===== src/sv/dqp_pkg.sv =====
// ---------------------------------------------------------------------------
// dqp_pkg
// Shared types, constants and helper functions of the decimal literal to
// qfp32 parser: character codes, state and error codes, the command and
// status groups between controller and datapath, and the power-of-ten table.
// ---------------------------------------------------------------------------
`default_nettype none

package dqp_pkg;

   // Most digits that one part of a literal may hold.
   localparam int MAX_DIGITS = 9;

   // Widths of the accumulators, digit counters and the rounding division.
   localparam int ACC_W   = 30;
   localparam int CNT_W   = 4;
   localparam int QUO_W   = 25;
   localparam int NUM_W   = ACC_W + QUO_W;
   localparam int STEP_W  = 5;
   localparam int MANT_W  = 32;

   // An integer part at or above this value does not fit the format.
   localparam logic [ACC_W-1:0] INT_LIMIT = ACC_W'(1) << 29;

   // Character codes of the grammar.
   localparam logic [7:0] CH_ZERO  = 8'h30;
   localparam logic [7:0] CH_NINE  = 8'h39;
   localparam logic [7:0] CH_MINUS = 8'h2D;
   localparam logic [7:0] CH_POINT = 8'h2E;

   // Error codes of a result word.
   typedef enum logic [1:0] {
      ERR_NONE = 2'd0,
      ERR_INT  = 2'd1,
      ERR_FRAC = 2'd2
   } err_type;

   // Controller states.
   typedef enum logic [2:0] {
      ST_START,
      ST_INT,
      ST_FRAC,
      ST_SETUP,
      ST_DIVIDE,
      ST_PUBLISH
   } state_type;

   // Commands from the controller to the datapath.
   typedef struct packed {
      logic add_int;
      logic add_frac;
      logic set_sign;
      logic finish;
      logic setup;
      logic step;
      logic load_out;
   } cmd_type;

   // Status from the datapath to the controller.
   typedef struct packed {
      logic is_digit;
      logic is_minus;
      logic is_point;
      logic div_last;
      logic out_free;
   } status_type;

   // Ten to the power n; codes beyond the table give one.
   function automatic logic [ACC_W-1:0] pow10(input logic [CNT_W-1:0] n);
      logic [ACC_W-1:0] p;
      unique case (n)
         4'd0:    p = ACC_W'(1);
         4'd1:    p = ACC_W'(10);
         4'd2:    p = ACC_W'(100);
         4'd3:    p = ACC_W'(1000);
         4'd4:    p = ACC_W'(10000);
         4'd5:    p = ACC_W'(100000);
         4'd6:    p = ACC_W'(1000000);
         4'd7:    p = ACC_W'(10000000);
         4'd8:    p = ACC_W'(100000000);
         4'd9:    p = ACC_W'(1000000000);
         default: p = ACC_W'(1);
      endcase
      return p;
   endfunction

   // Number of significant bits of an accumulator value.
   function automatic logic [STEP_W-1:0] bit_len(input logic [ACC_W-1:0] v);
      logic [STEP_W-1:0] n;
      n = '0;
      for (int i = 0; i < ACC_W; i++) begin
         if (v[i]) begin
            n = STEP_W'(i + 1);
         end
      end
      return n;
   endfunction

endpackage

`default_nettype wire


===== src/sv/dqp_ctrl.sv =====
// ---------------------------------------------------------------------------
// dqp_ctrl
// Controller of the parser: follows the grammar of the literal, then walks
// the datapath through setup, the rounding division and the result load.
// ---------------------------------------------------------------------------
`default_nettype none

module dqp_ctrl (
   input  wire logic               clock,
   input  wire logic               reset,
   input  wire logic               req_valid,
   output logic                    req_stall,
   input  wire dqp_pkg::status_type status,
   output dqp_pkg::cmd_type        cmd
);
   import dqp_pkg::*;

   state_type state_ff;
   state_type state_in;
   logic      accept;

   // State register.
   always_ff @(posedge clock) begin
      if (reset) begin
         state_ff <= ST_START;
      end else begin
         state_ff <= state_in;
      end
   end

   // Characters are taken only while the literal is being parsed.
   assign req_stall = !(state_ff == ST_START || state_ff == ST_INT ||
                        state_ff == ST_FRAC);
   assign accept    = req_valid && !req_stall;

   // Next state and commands.
   always_comb begin
      state_in = state_ff;
      cmd      = '0;
      unique case (state_ff)
         ST_START: begin
            if (accept) begin
               if (status.is_minus) begin
                  cmd.set_sign = 1'b1;
                  state_in     = ST_INT;
               end else if (status.is_digit) begin
                  cmd.add_int = 1'b1;
                  state_in    = ST_INT;
               end else if (status.is_point) begin
                  state_in = ST_FRAC;
               end else begin
                  cmd.finish = 1'b1;
                  state_in   = ST_SETUP;
               end
            end
         end
         ST_INT: begin
            if (accept) begin
               if (status.is_digit) begin
                  cmd.add_int = 1'b1;
               end else if (status.is_point) begin
                  state_in = ST_FRAC;
               end else begin
                  cmd.finish = 1'b1;
                  state_in   = ST_SETUP;
               end
            end
         end
         ST_FRAC: begin
            if (accept) begin
               if (status.is_digit) begin
                  cmd.add_frac = 1'b1;
               end else begin
                  cmd.finish = 1'b1;
                  state_in   = ST_SETUP;
               end
            end
         end
         ST_SETUP: begin
            cmd.setup = 1'b1;
            state_in  = ST_DIVIDE;
         end
         ST_DIVIDE: begin
            cmd.step = 1'b1;
            if (status.div_last) begin
               state_in = ST_PUBLISH;
            end
         end
         ST_PUBLISH: begin
            if (status.out_free) begin
               cmd.load_out = 1'b1;
               state_in     = ST_START;
            end
         end
         default: begin
            state_in = ST_START;
         end
      endcase
   end

endmodule

`default_nettype wire


===== src/sv/dqp_dpath.sv =====
// ---------------------------------------------------------------------------
// dqp_dpath
// Datapath of the parser: digit accumulators, the snapshot of a finished
// literal, exponent and alignment, a restoring divider that rounds the
// fraction, and the result register.
// ---------------------------------------------------------------------------
`default_nettype none

module dqp_dpath (
   input  wire logic                clock,
   input  wire logic                reset,
   input  wire logic [7:0]          req_ch,
   input  wire dqp_pkg::cmd_type    cmd,
   output dqp_pkg::status_type      status,
   output logic                     rsp_valid,
   input  wire logic                rsp_stall,
   output logic                     rsp_negative,
   output logic [1:0]               rsp_byte_exponent,
   output logic [31:0]              rsp_mantissa,
   output logic [1:0]               rsp_error_code
);
   import dqp_pkg::*;

   // Literal accumulators.
   logic             sign_ff,     sign_in;
   logic [ACC_W-1:0] int_acc_ff,  int_acc_in;
   logic [CNT_W-1:0] int_cnt_ff,  int_cnt_in;
   logic [ACC_W-1:0] frac_acc_ff, frac_acc_in;
   logic [CNT_W-1:0] frac_cnt_ff, frac_cnt_in;

   // Snapshot of a finished literal.
   logic             w_sign_ff;
   logic [ACC_W-1:0] w_int_ff;
   logic [ACC_W-1:0] w_frac_ff;
   logic [CNT_W-1:0] w_fcnt_ff;
   err_type          w_err_ff;
   err_type          err_calc;

   // Division and alignment.
   logic [1:0]        expo_ff;
   logic [MANT_W-1:0] base_ff;
   logic [ACC_W-1:0]  div_ff;
   logic [ACC_W-1:0]  rem_ff, rem_in;
   logic [QUO_W-1:0]  low_ff, low_in;
   logic [STEP_W-1:0] step_ff;

   // Result register.
   logic              out_valid_ff;
   logic              out_neg_ff;
   logic [1:0]        out_expo_ff;
   logic [MANT_W-1:0] out_mant_ff;
   err_type           out_err_ff;

   logic [3:0]        digit_val;
   logic [STEP_W-1:0] blen;
   logic [STEP_W:0]   expo_sum;
   logic [1:0]        expo_calc;
   logic [STEP_W-1:0] shamt;
   logic [ACC_W-1:0]  div_calc;
   logic [NUM_W-1:0]  num_calc;
   logic [ACC_W:0]    rem_sh;
   logic [ACC_W:0]    rem_diff;
   logic              rem_ge;

   // Character classes.
   assign digit_val       = req_ch[3:0];
   assign status.is_digit = (req_ch >= CH_ZERO) && (req_ch <= CH_NINE);
   assign status.is_minus = (req_ch == CH_MINUS);
   assign status.is_point = (req_ch == CH_POINT);
   assign status.div_last = (step_ff == STEP_W'(QUO_W - 1));
   assign status.out_free = !out_valid_ff || !rsp_stall;

   // Digit accumulation; a part that is already full only saturates its count.
   always_comb begin
      sign_in     = sign_ff;
      int_acc_in  = int_acc_ff;
      int_cnt_in  = int_cnt_ff;
      frac_acc_in = frac_acc_ff;
      frac_cnt_in = frac_cnt_ff;
      if (cmd.finish) begin
         sign_in     = 1'b0;
         int_acc_in  = '0;
         int_cnt_in  = '0;
         frac_acc_in = '0;
         frac_cnt_in = '0;
      end else begin
         if (cmd.set_sign) begin
            sign_in = 1'b1;
         end
         if (cmd.add_int) begin
            if (int_cnt_ff < CNT_W'(MAX_DIGITS)) begin
               int_acc_in = (int_acc_ff << 3) + (int_acc_ff << 1) + ACC_W'(digit_val);
               int_cnt_in = int_cnt_ff + CNT_W'(1);
            end else begin
               int_cnt_in = CNT_W'(MAX_DIGITS + 1);
            end
         end
         if (cmd.add_frac) begin
            if (frac_cnt_ff < CNT_W'(MAX_DIGITS)) begin
               frac_acc_in = (frac_acc_ff << 3) + (frac_acc_ff << 1) +
                             ACC_W'(digit_val);
               frac_cnt_in = frac_cnt_ff + CNT_W'(1);
            end else begin
               frac_cnt_in = CNT_W'(MAX_DIGITS + 1);
            end
         end
      end
   end

   always_ff @(posedge clock) begin
      if (reset) begin
         sign_ff     <= 1'b0;
         int_acc_ff  <= '0;
         int_cnt_ff  <= '0;
         frac_acc_ff <= '0;
         frac_cnt_ff <= '0;
      end else begin
         sign_ff     <= sign_in;
         int_acc_ff  <= int_acc_in;
         int_cnt_ff  <= int_cnt_in;
         frac_acc_ff <= frac_acc_in;
         frac_cnt_ff <= frac_cnt_in;
      end
   end

   // Error classification; the integer error wins over the fraction error.
   always_comb begin
      if (int_cnt_ff > CNT_W'(MAX_DIGITS) || int_acc_ff >= INT_LIMIT) begin
         err_calc = ERR_INT;
      end else if (frac_cnt_ff > CNT_W'(MAX_DIGITS)) begin
         err_calc = ERR_FRAC;
      end else begin
         err_calc = ERR_NONE;
      end
   end

   // Snapshot of the literal at its terminating character.
   always_ff @(posedge clock) begin
      if (cmd.finish) begin
         w_sign_ff <= sign_ff;
         w_int_ff  <= int_acc_ff;
         w_frac_ff <= frac_acc_ff;
         w_fcnt_ff <= frac_cnt_ff;
         w_err_ff  <= err_calc;
      end
   end

   // Byte exponent, alignment shift and the rounded numerator.
   always_comb begin
      blen     = bit_len(w_int_ff);
      expo_sum = {1'b0, blen} + (STEP_W+1)'(2);
      if (expo_sum[STEP_W:3] > 3'd3) begin
         expo_calc = 2'd3;
      end else begin
         expo_calc = expo_sum[4:3];
      end
      shamt    = {~expo_calc, 3'b000};
      div_calc = pow10(w_fcnt_ff);
      num_calc = (NUM_W'(w_frac_ff) << shamt) + NUM_W'(div_calc >> 1);
   end

   // One restoring division step: one quotient bit a cycle.
   always_comb begin
      rem_sh   = {rem_ff, low_ff[QUO_W-1]};
      rem_diff = rem_sh - {1'b0, div_ff};
      rem_ge   = (rem_sh >= {1'b0, div_ff});
      rem_in   = rem_ge ? rem_diff[ACC_W-1:0] : rem_sh[ACC_W-1:0];
      low_in   = {low_ff[QUO_W-2:0], rem_ge};
   end

   always_ff @(posedge clock) begin
      if (cmd.setup) begin
         expo_ff <= expo_calc;
         base_ff <= MANT_W'(w_int_ff) << shamt;
         div_ff  <= div_calc;
         rem_ff  <= num_calc[NUM_W-1:QUO_W];
         low_ff  <= num_calc[QUO_W-1:0];
         step_ff <= '0;
      end else if (cmd.step) begin
         rem_ff  <= rem_in;
         low_ff  <= low_in;
         step_ff <= step_ff + STEP_W'(1);
      end
   end

   // Result register: valid is control, the payload holds until reloaded.
   always_ff @(posedge clock) begin
      if (reset) begin
         out_valid_ff <= 1'b0;
      end else if (cmd.load_out) begin
         out_valid_ff <= 1'b1;
      end else if (!rsp_stall) begin
         out_valid_ff <= 1'b0;
      end
   end

   always_ff @(posedge clock) begin
      if (cmd.load_out) begin
         out_neg_ff <= w_sign_ff;
         out_err_ff <= w_err_ff;
         if (w_err_ff == ERR_NONE) begin
            out_expo_ff <= expo_ff;
            out_mant_ff <= base_ff + MANT_W'(low_ff);
         end else begin
            out_expo_ff <= '0;
            out_mant_ff <= '0;
         end
      end
   end

   assign rsp_valid         = out_valid_ff;
   assign rsp_negative      = out_neg_ff;
   assign rsp_byte_exponent = out_expo_ff;
   assign rsp_mantissa      = out_mant_ff;
   assign rsp_error_code    = out_err_ff;

endmodule

`default_nettype wire


===== src/sv/decimal_to_qfp32_parser.sv =====
// ---------------------------------------------------------------------------
// decimal_to_qfp32_parser
// Parses a decimal literal, one ASCII character per word, into a sign, a
// byte exponent and a rounded 32-bit mantissa with an error code.
// ---------------------------------------------------------------------------
// Usage:
// The request channel carries one character per word on req_ch. A literal
// is an optional leading '-', integer digits, an optional '.' and fraction
// digits. Any other character ends the literal; it is consumed and one
// result word is produced on the response channel.
// Digits, the sign and the point are taken one per cycle. The terminating
// character starts a finishing sequence: a setup step, the bit-serial
// restoring divider that rounds the fraction, and the load of the result
// register. req_stall is high throughout that sequence.
// If the receiver stalls, the result register holds its word; the next
// literal may be taken meanwhile, but its own result waits in the load
// cycle until the register is free.
// Reset clears the parser to the start of a literal and empties the result
// register.
// ---------------------------------------------------------------------------
`default_nettype none

module decimal_to_qfp32_parser (
   input  wire logic        clock,
   input  wire logic        reset,
   input  wire logic        req_valid,
   output logic             req_stall,
   input  wire logic [7:0]  req_ch,
   output logic             rsp_valid,
   input  wire logic        rsp_stall,
   output logic             rsp_negative,
   output logic [1:0]       rsp_byte_exponent,
   output logic [31:0]      rsp_mantissa,
   output logic [1:0]       rsp_error_code
);
   import dqp_pkg::*;

   cmd_type    cmd;
   status_type status;

   // Grammar and sequencing.
   dqp_ctrl u_ctrl (
      .clock     (clock),
      .reset     (reset),
      .req_valid (req_valid),
      .req_stall (req_stall),
      .status    (status),
      .cmd       (cmd)
   );

   // Accumulators, divider and result register.
   dqp_dpath u_dpath (
      .clock             (clock),
      .reset             (reset),
      .req_ch            (req_ch),
      .cmd               (cmd),
      .status            (status),
      .rsp_valid         (rsp_valid),
      .rsp_stall         (rsp_stall),
      .rsp_negative      (rsp_negative),
      .rsp_byte_exponent (rsp_byte_exponent),
      .rsp_mantissa      (rsp_mantissa),
      .rsp_error_code    (rsp_error_code)
   );

endmodule

`default_nettype wire

===== config.mk =====
export PLATFORM = sky130hd
export DESIGN_NAME = decimal_to_qfp32_parser
export DESIGN_NICKNAME = d
export VERILOG_FILES = /design/src/sv/dqp_pkg.sv /design/src/sv/dqp_ctrl.sv /design/src/sv/dqp_dpath.sv /design/src/sv/decimal_to_qfp32_parser.sv
export SDC_FILE = /design/constraint.sdc
export NUM_CORES = 1
export LEC_CHECK = 0
export BUFFER_PORTS_ARGS = -buffer_cell sky130_fd_sc_hd__buf_2
export CAP_MARGIN = 0
export CORE_ASPECT_RATIO = 1.25
export CORE_MARGIN = 1.5
export CORE_UTILIZATION = 35
export CTS_BUF_LIST = sky130_fd_sc_hd__clkbuf_2
export DETAILED_ROUTE_END_ITERATION = 8
export GPL_TIMING_DRIVEN = 1
export HOLD_SLACK_MARGIN = 0.06
export SYNTH_ARGS = -nofsm -noshare
export SYNTH_HDL_FRONTEND = slang
export SYNTH_SLANG_ARGS = --single-unit

===== constraint.sdc =====
create_clock -name clock -period 10.5 [get_ports clock]
set_clock_uncertainty 0.2 [all_clocks]
set_input_delay 3.15 -clock clock [delete_from_list [all_inputs] [get_ports clock]]
set_output_delay 3.15 -clock clock [all_outputs]
set_load 0.02 [all_outputs]

Word-level counts from Yosys, hierarchy flattened
Memories as Yosys holds them, arrays and structs flattened. A register that Yosys moved wholly into a read port is not among the register bits.
Index checks and enable logic that the tools add are counted.
{ "word_totals": {"wordCells": 151, "memories": 1, "romBits": 480, "inputBits": 12, "output_inout_bits": 39, "ff_bits": 301} }
{ "mem_list": {"columns": ["memory", "depth", "width", "read_ports", "rd_ports_with_merged_regs", "wr", "line_no", "rtl"], "rows": [
  ["(no name shown)", 16, 30, 1, 1, 0, "dqp_pkg.sv:71", "unique case (n)"]
]} }
{ "classes": {"reduce_logical": 16, "eq_ne": 16, "magnitude_cmp": 9, "n_mux": 73, "shift": 2, "add_sub_neg": 11, "bitwise_logic": 1} }
{ "op_table": {"columns": ["op", "n"], "rows": [
  ["$mux W30", 3],
  ["$mux W5", 15],
  ["$add A30 B30 Y30", 2],
  ["$add A30 B4 Y30", 2],
  ["$add A55 B29 Y55", 1],
  ["$shl A30 B5 Y55", 1],
  ["$mux W25", 2],
  ["$mux W4", 11],
  ["$mux W3", 13],
  ["$add A32 B25 Y32", 1],
  ["$shl A30 B5 Y32", 1],
  ["$ge A31 B30 Y1", 1],
  ["$ge A30 B30 Y1 const B", 1],
  ["$sub A30 B30 Y30", 1],
  ["$mux W1", 21],
  ["$pmux W3 S6", 1],
  ["$eq A8 B6 Y1 const B", 2],
  ["$mux W2", 5],
  ["$add A4 B1 Y4 const B", 2],
  ["$ge A8 B6 Y1 const B", 1],
  ["$gt A4 B4 Y1 const B", 2],
  ["$le A8 B6 Y1 const B", 1],
  ["$lt A4 B4 Y1 const B", 2],
  ["$ne A2 B1 Y1 const B", 4],
  ["other kinds (20)", 32]
]} }

Depth between registers and ports, before layout
{ "depth": {"word_depth": 37, "ltp_mapped": 21, "depth_no_buf": 17} }

By module
A second synthesis with hierarchy kept.
{ "unflattened": {"hier_cells": 2215, "hier_area_um2": 21121.5} }
{ "by_module_without_submodules": {"columns": ["module", "n_inst", "cells_each", "seq_area_each_um2", "area_per_inst_um2"], "rows": [
  ["dqp_dpath", 1, 2176, 8448.1, 20841.2],
  ["dqp_ctrl", 1, 39, 60.1, 280.3]
]} }

Worst setup path after synthesis
Ideal clock, no wire load.
{ "synth_timing": {"kind": "input-to-reg", "startpoint": "in req_ch[5]", "endpoint": "reg, netlist name u_dpath.div_calc[8]", "slack_ns": 2.379, "cell_stages": 10, "arrival_ns": 7.803, "setup_time_ns": 0.118, "required_time_ns": 10.182, "path_buffers": 0, "cell_sequence": "nor3b_1 nand3_1 inv_1 a2111oi_4 mux2i_1 ha_1 nand2_1 inv_1 or2_2 a31o_2"} }
{ "synth_lines": {"columns": ["item", "line_no", "rtl"], "rows": [
  ["start, declared", "decimal_to_qfp32_parser.sv:28", "input wire logic [7:0] req_ch,"]
]} }

Worst setup path in the final report
{ "layout_timing": {"startpoint": "reg u_dpath.w_int_ff[18]", "endpoint": "reg u_dpath.rem_ff[11] (data pin)"} }
{ "layout_via": {"elab_chain_len": 19} }
{ "layout_lines": {"columns": ["item", "line_no", "rtl"], "rows": [
  ["start, declared", "dqp_dpath.sv:33", "logic [ACC_W-1:0] w_int_ff;"],
  ["start signal, assigned", "dqp_dpath.sv:141", "w_int_ff <= int_acc_ff;"],
  ["$mux W5 (*) (12 in series)", "dqp_pkg.sv:92", "if (v[i]) begin"],
  ["$add A5 B2 Y6 (*)", "dqp_dpath.sv:151", "expo_sum = {1'b0, blen} + (STEP_W+1)'(2);"],
  ["$gt A3 B2 Y1", "dqp_dpath.sv:152", "if (expo_sum[STEP_W:3] > 3'd3) begin"],
  ["$mux W2 (*)", "dqp_dpath.sv:152", null],
  ["$not A2 Y2 (*)", "dqp_dpath.sv:157", "shamt = {~expo_calc, 3'b000};"],
  ["$shl A30 B5 Y55 (*)", "dqp_dpath.sv:159", "num_calc = (NUM_W'(w_frac_ff) << shamt) + NUM_W'(div_calc >> 1);"],
  ["$add A55 B29 Y55 (*)", "dqp_dpath.sv:159", null],
  ["$mux W30 (*)", "dqp_dpath.sv:172", "if (cmd.setup) begin"],
  ["end signal, assigned", "dqp_dpath.sv:176", "rem_ff <= num_calc[NUM_W-1:QUO_W];"],
  ["end signal, assigned", "dqp_dpath.sv:180", "rem_ff <= rem_in;"],
  ["end, declared", "dqp_dpath.sv:43", "logic [ACC_W-1:0] rem_ff, rem_in;"]
]} }
Every way passes the cells marked *; elsewhere a longest branch is shown, timed or not.
A chain may end at the register's enable or synchronous reset.

==> summary.txt <==
Status - finished, final reports clean
GRT Overall Usage - 17.5%
DRC - 0
Core Box Area - 58200 µm²
Number of buffers created by CTS - 82
Setup TNS - 0 ns
Post-route minimum period - 6.60 ns
Most frequent cell after synthesis - nand2_1
Maxcap violations - 0
Synth-to-layout area growth - 9.14%
Reg-to-Reg Start - u_dpath.w_int_ff[18]
Die Wd - 220 µm
Antenna violations before repair - 2
Hold wc startpoint - u_dpath.div_calc[0]
Clock root buffer master - clkbuf_2
YS warnings - 0
Clock Path Buffers - 3
Hold Slack - 0.205 ns
Required time worst endpoint - 11.05 ns
Post-synth top area share - 31.5%
Synth unique cells - 82
Reg clk slew, reported paths - 0.11 ns
Clk sinks - 317
Rel. slew slack - 20.9%
Max-slew violation count - 0
Number of antenna-violating nets in the routed design - 0
CP Capture Type - flop
Total Power - 3.03 mW
Ranking of synthesized cells by area - edfxtp_1 (32%), ha_1 (12%), dfxtp_1 (9.8%), nand2_1 (5.3%), a21oi_1 (4.5%)
Hold-fix buffers, CTS - 0
Number of flops mapped to enable cells by yosys - 216
Post-CTS Repair Setup Buffers - 0
Dpl cells - 2914
Rows - 99
Hold Fails Final Rpt - 0
Synthesized area per cell - 9.52 µm²
Slew @ Worst Pin - 1.19 ns
Worst Hold Class - reg -> reg
Synth cell count leaders - nand2_1 (290), edfxtp_1 (216), ha_1 (204)
1st-iter DRT viols - 1123
First-pass iteration count of the detailed router - 7
Design area - 22500 µm²
WHS Path Cells - 0
Startpoint Class - flop
Post-Synth XOR/XNOR Area - 6.21%
Global-route wire length before repair - 83700 µm
Pwr/cell area - 135 nW/µm²
Number of I/O port buffers - 50
Largest area contributor in the netlist - edfxtp_1
I/O pins - 51
Placed cell area - 21700 µm²
Maximum fanout along the worst path - 24
Setup repair after global routing missed its margin - false
Vias/cell - 5.30
Largest family of logic cells by synthesized area - compound AO/OA/AOI/OAI gates
Worst endpoint data arrival time - 7.15 ns
Worst r2r path cells - 16
CP Class - reg -> reg
Final worst path period share - 62.9%
Reg-to-reg endpoint - u_dpath.rem_ff[11]
Simple-gate share of the synthesized area - 16.2%
Worst setup margin - 3.90 ns
Asr flop ratio synth - 0%
Post-CTS sizing - 0
WL per Instance - 17.1 µm
Buffers & Inverters on Critical Path - 2
Max Fclk - 0.152 GHz
Die height - 274 µm
Post-synthesis sequential area ratio - 41.3%
#FFs+latches synth - 317
Die area - 60300 µm²
Pre-CTS setup slack - 3.61 ns
Mux share of post-synthesis cell area - 3.23%
End of the worst hold path - u_dpath.div_ff[0]
Leak pwr - 9.77 nW
Via count - 16200
# setup viols final - 0
H-tree depth - 3
Share of cells above drive strength 1 - 10.4%
Vias in the first global route - 16200
Post-synthesis compound-gate area fraction - 17.2%
Initial core utilization - 35.3%
Fin cells - 3067
Final WL - 52400 µm
Reg2reg setup slack - 3.90 ns
Largest net degree at the start of global routing - 75
Dpl hpwl - 39900 µm
CP Cell Sequence - nor4_1 > nand2_1 > nor2_2 > inv_1 > buf_4 > mux2i_1 > o21ai_0 > ha_1 > and2_1 > nand4_1 > a211oi_1 > o211ai_1 > a21oi_1 > o211ai_1 > xor2_1 > mux2i_1
Final nets - 2464
Final core occ - 38.6%
Gp weighted congestion - 0.921
TritonCTS clock tree - done
Max VDD drop - 0.0000700 V
Crit path max-delay family - simple AND/OR/NAND/NOR gates
Top FF cell, synth - edfxtp_1
GRT overflow - 0
Clk_lat worst skew - 1.04 ns
Critical Path Max Stage Delay - 0.91 ns
Post-Synth Adder-Cell Area - 13.1%
Post-Syn Instances - 2161
Slowest CP cell - nor2_2
Post-Syn Area - 20600 µm²
[kinds of logic (layout without fill, tap and decap cells)]
group,after synthesis,in the layout
fa+ha+maj,211,211
other cells,1,3
flops,317,317
xor+xnor,146,146
mux,66,66
simple gates,717,717
compound gates,558,558
buf+inv,145,292
[worst reg2reg max path, delay by kind of cell, from the launching register on]
family                     cells  cell delay [ns]
xor gates and xnor gates       1             0.34
adders and majority gates      1             0.38
and+or+nand+nor                5             2.17
muxes                          2             0.31
AOI/OAI and AO/OA              5             1.86
buffers and inverters          2             0.67
DFF                            1             0.43
[per-layer routing]
metal / vias up / GRT usage [%] / part of all wire, %
met5: - / 0 / 0
met4: 0 / 9.45 / 4.1
met3: 120 / 2.36 / 3.9
met2: 379 / 30.3 / 49
met1: 7652 / 20.9 / 43
li1: 8097 / - / -
[worst max-delay path by stage]
stage                              start                      end  slack, ns  depth (start not counted)
global route        u_dpath.w_int_ff[14]       u_dpath.rem_ff[16]       3.66                         17
CTS                 u_dpath.w_int_ff[18]       u_dpath.rem_ff[11]       4.03                         16
detailed placement             req_ch[3]  u_dpath.frac_acc_ff[28]       3.61                         13
finish              u_dpath.w_int_ff[18]       u_dpath.rem_ff[11]       3.90                         16
global placement               req_ch[3]  u_dpath.frac_acc_ff[28]       3.58                         13
floorplan                      req_ch[5]      u_dpath.div_calc[8]       2.38                         10
[layout make-up]
cell class	count	area, µm²
Multi-Input combinational cell	1700	11600
Clock buffer	121	606
Clock inverter	31	193
Antenna cell	1	2.50
Timing Repair Buffer	63	348
Inverter	77	290
Fill cell	5855	35800
Tap cell	757	947
Sequential cell	317	8510
[cells in the final DEF (no fill, tap or decap), types with 10 or more instances in the layout]
cell | synthesis | routed
or3_1 | 11 | 11
and2_1 | 33 | 33
buf_4 | 1 | 13
o21ai_0 | 128 | 127
nor2_1 | 165 | 164
nor4_1 | 10 | 10
and3_1 | 24 | 24
nand2b_1 | 19 | 19
dfxtp_1 | 101 | 101
a21oi_1 | 185 | 185
o31ai_1 | 11 | 10
inv_1 | 75 | 75
or2_2 | 10 | 10
xnor2_1 | 82 | 82
o22ai_1 | 11 | 11
a211oi_1 | 26 | 26
ha_1 | 204 | 204
edfxtp_1 | 216 | 216
nand4_1 | 16 | 16
xor2_1 | 64 | 64
nand2_1 | 290 | 290
nor2b_1 | 13 | 13
mux2i_1 | 63 | 63
nand3_1 | 60 | 60
a21o_1 | 64 | 64
nor3_1 | 35 | 35
o21bai_1 | 16 | 16
a31oi_1 | 14 | 13
o21a_1 | 18 | 18
clkbuf_2 | 0 | 121
o211ai_1 | 15 | 15
buf_2 | 6 | 50
clkinv_1 | 1 | 19
[power by group]
| group | internal [mW] | switching [mW] | total, mW |
|---|---|---|---|
| combinational | 0.246 | 0.379 | 0.626 |
| sequential | 1.44 | 0.0733 | 1.51 |
| clock | 0.363 | 0.531 | 0.894 |
| total | 2.05 | 0.984 | 3.03 |
[sequential cells by signal, indices dropped and copies added, names as in the netlist, 3 cells and up]
name and flops:
u_dpath.base_ff 32, u_dpath.rsp_mantissa 32, u_dpath.frac_acc_ff 30, u_dpath.int_acc_ff 30
u_dpath.rem_ff 30, u_dpath.w_frac_ff 30, u_dpath.w_int_ff 30, u_dpath.low_ff 25
u_dpath.div_calc 23, u_dpath.div_ff 23, u_dpath.step_ff 5, u_dpath.frac_cnt_ff 4
u_dpath.int_cnt_ff 4, u_dpath.w_fcnt_ff 4, u_ctrl.state_ff 3
No activity file was read; power rests on OpenSTA's default activity.
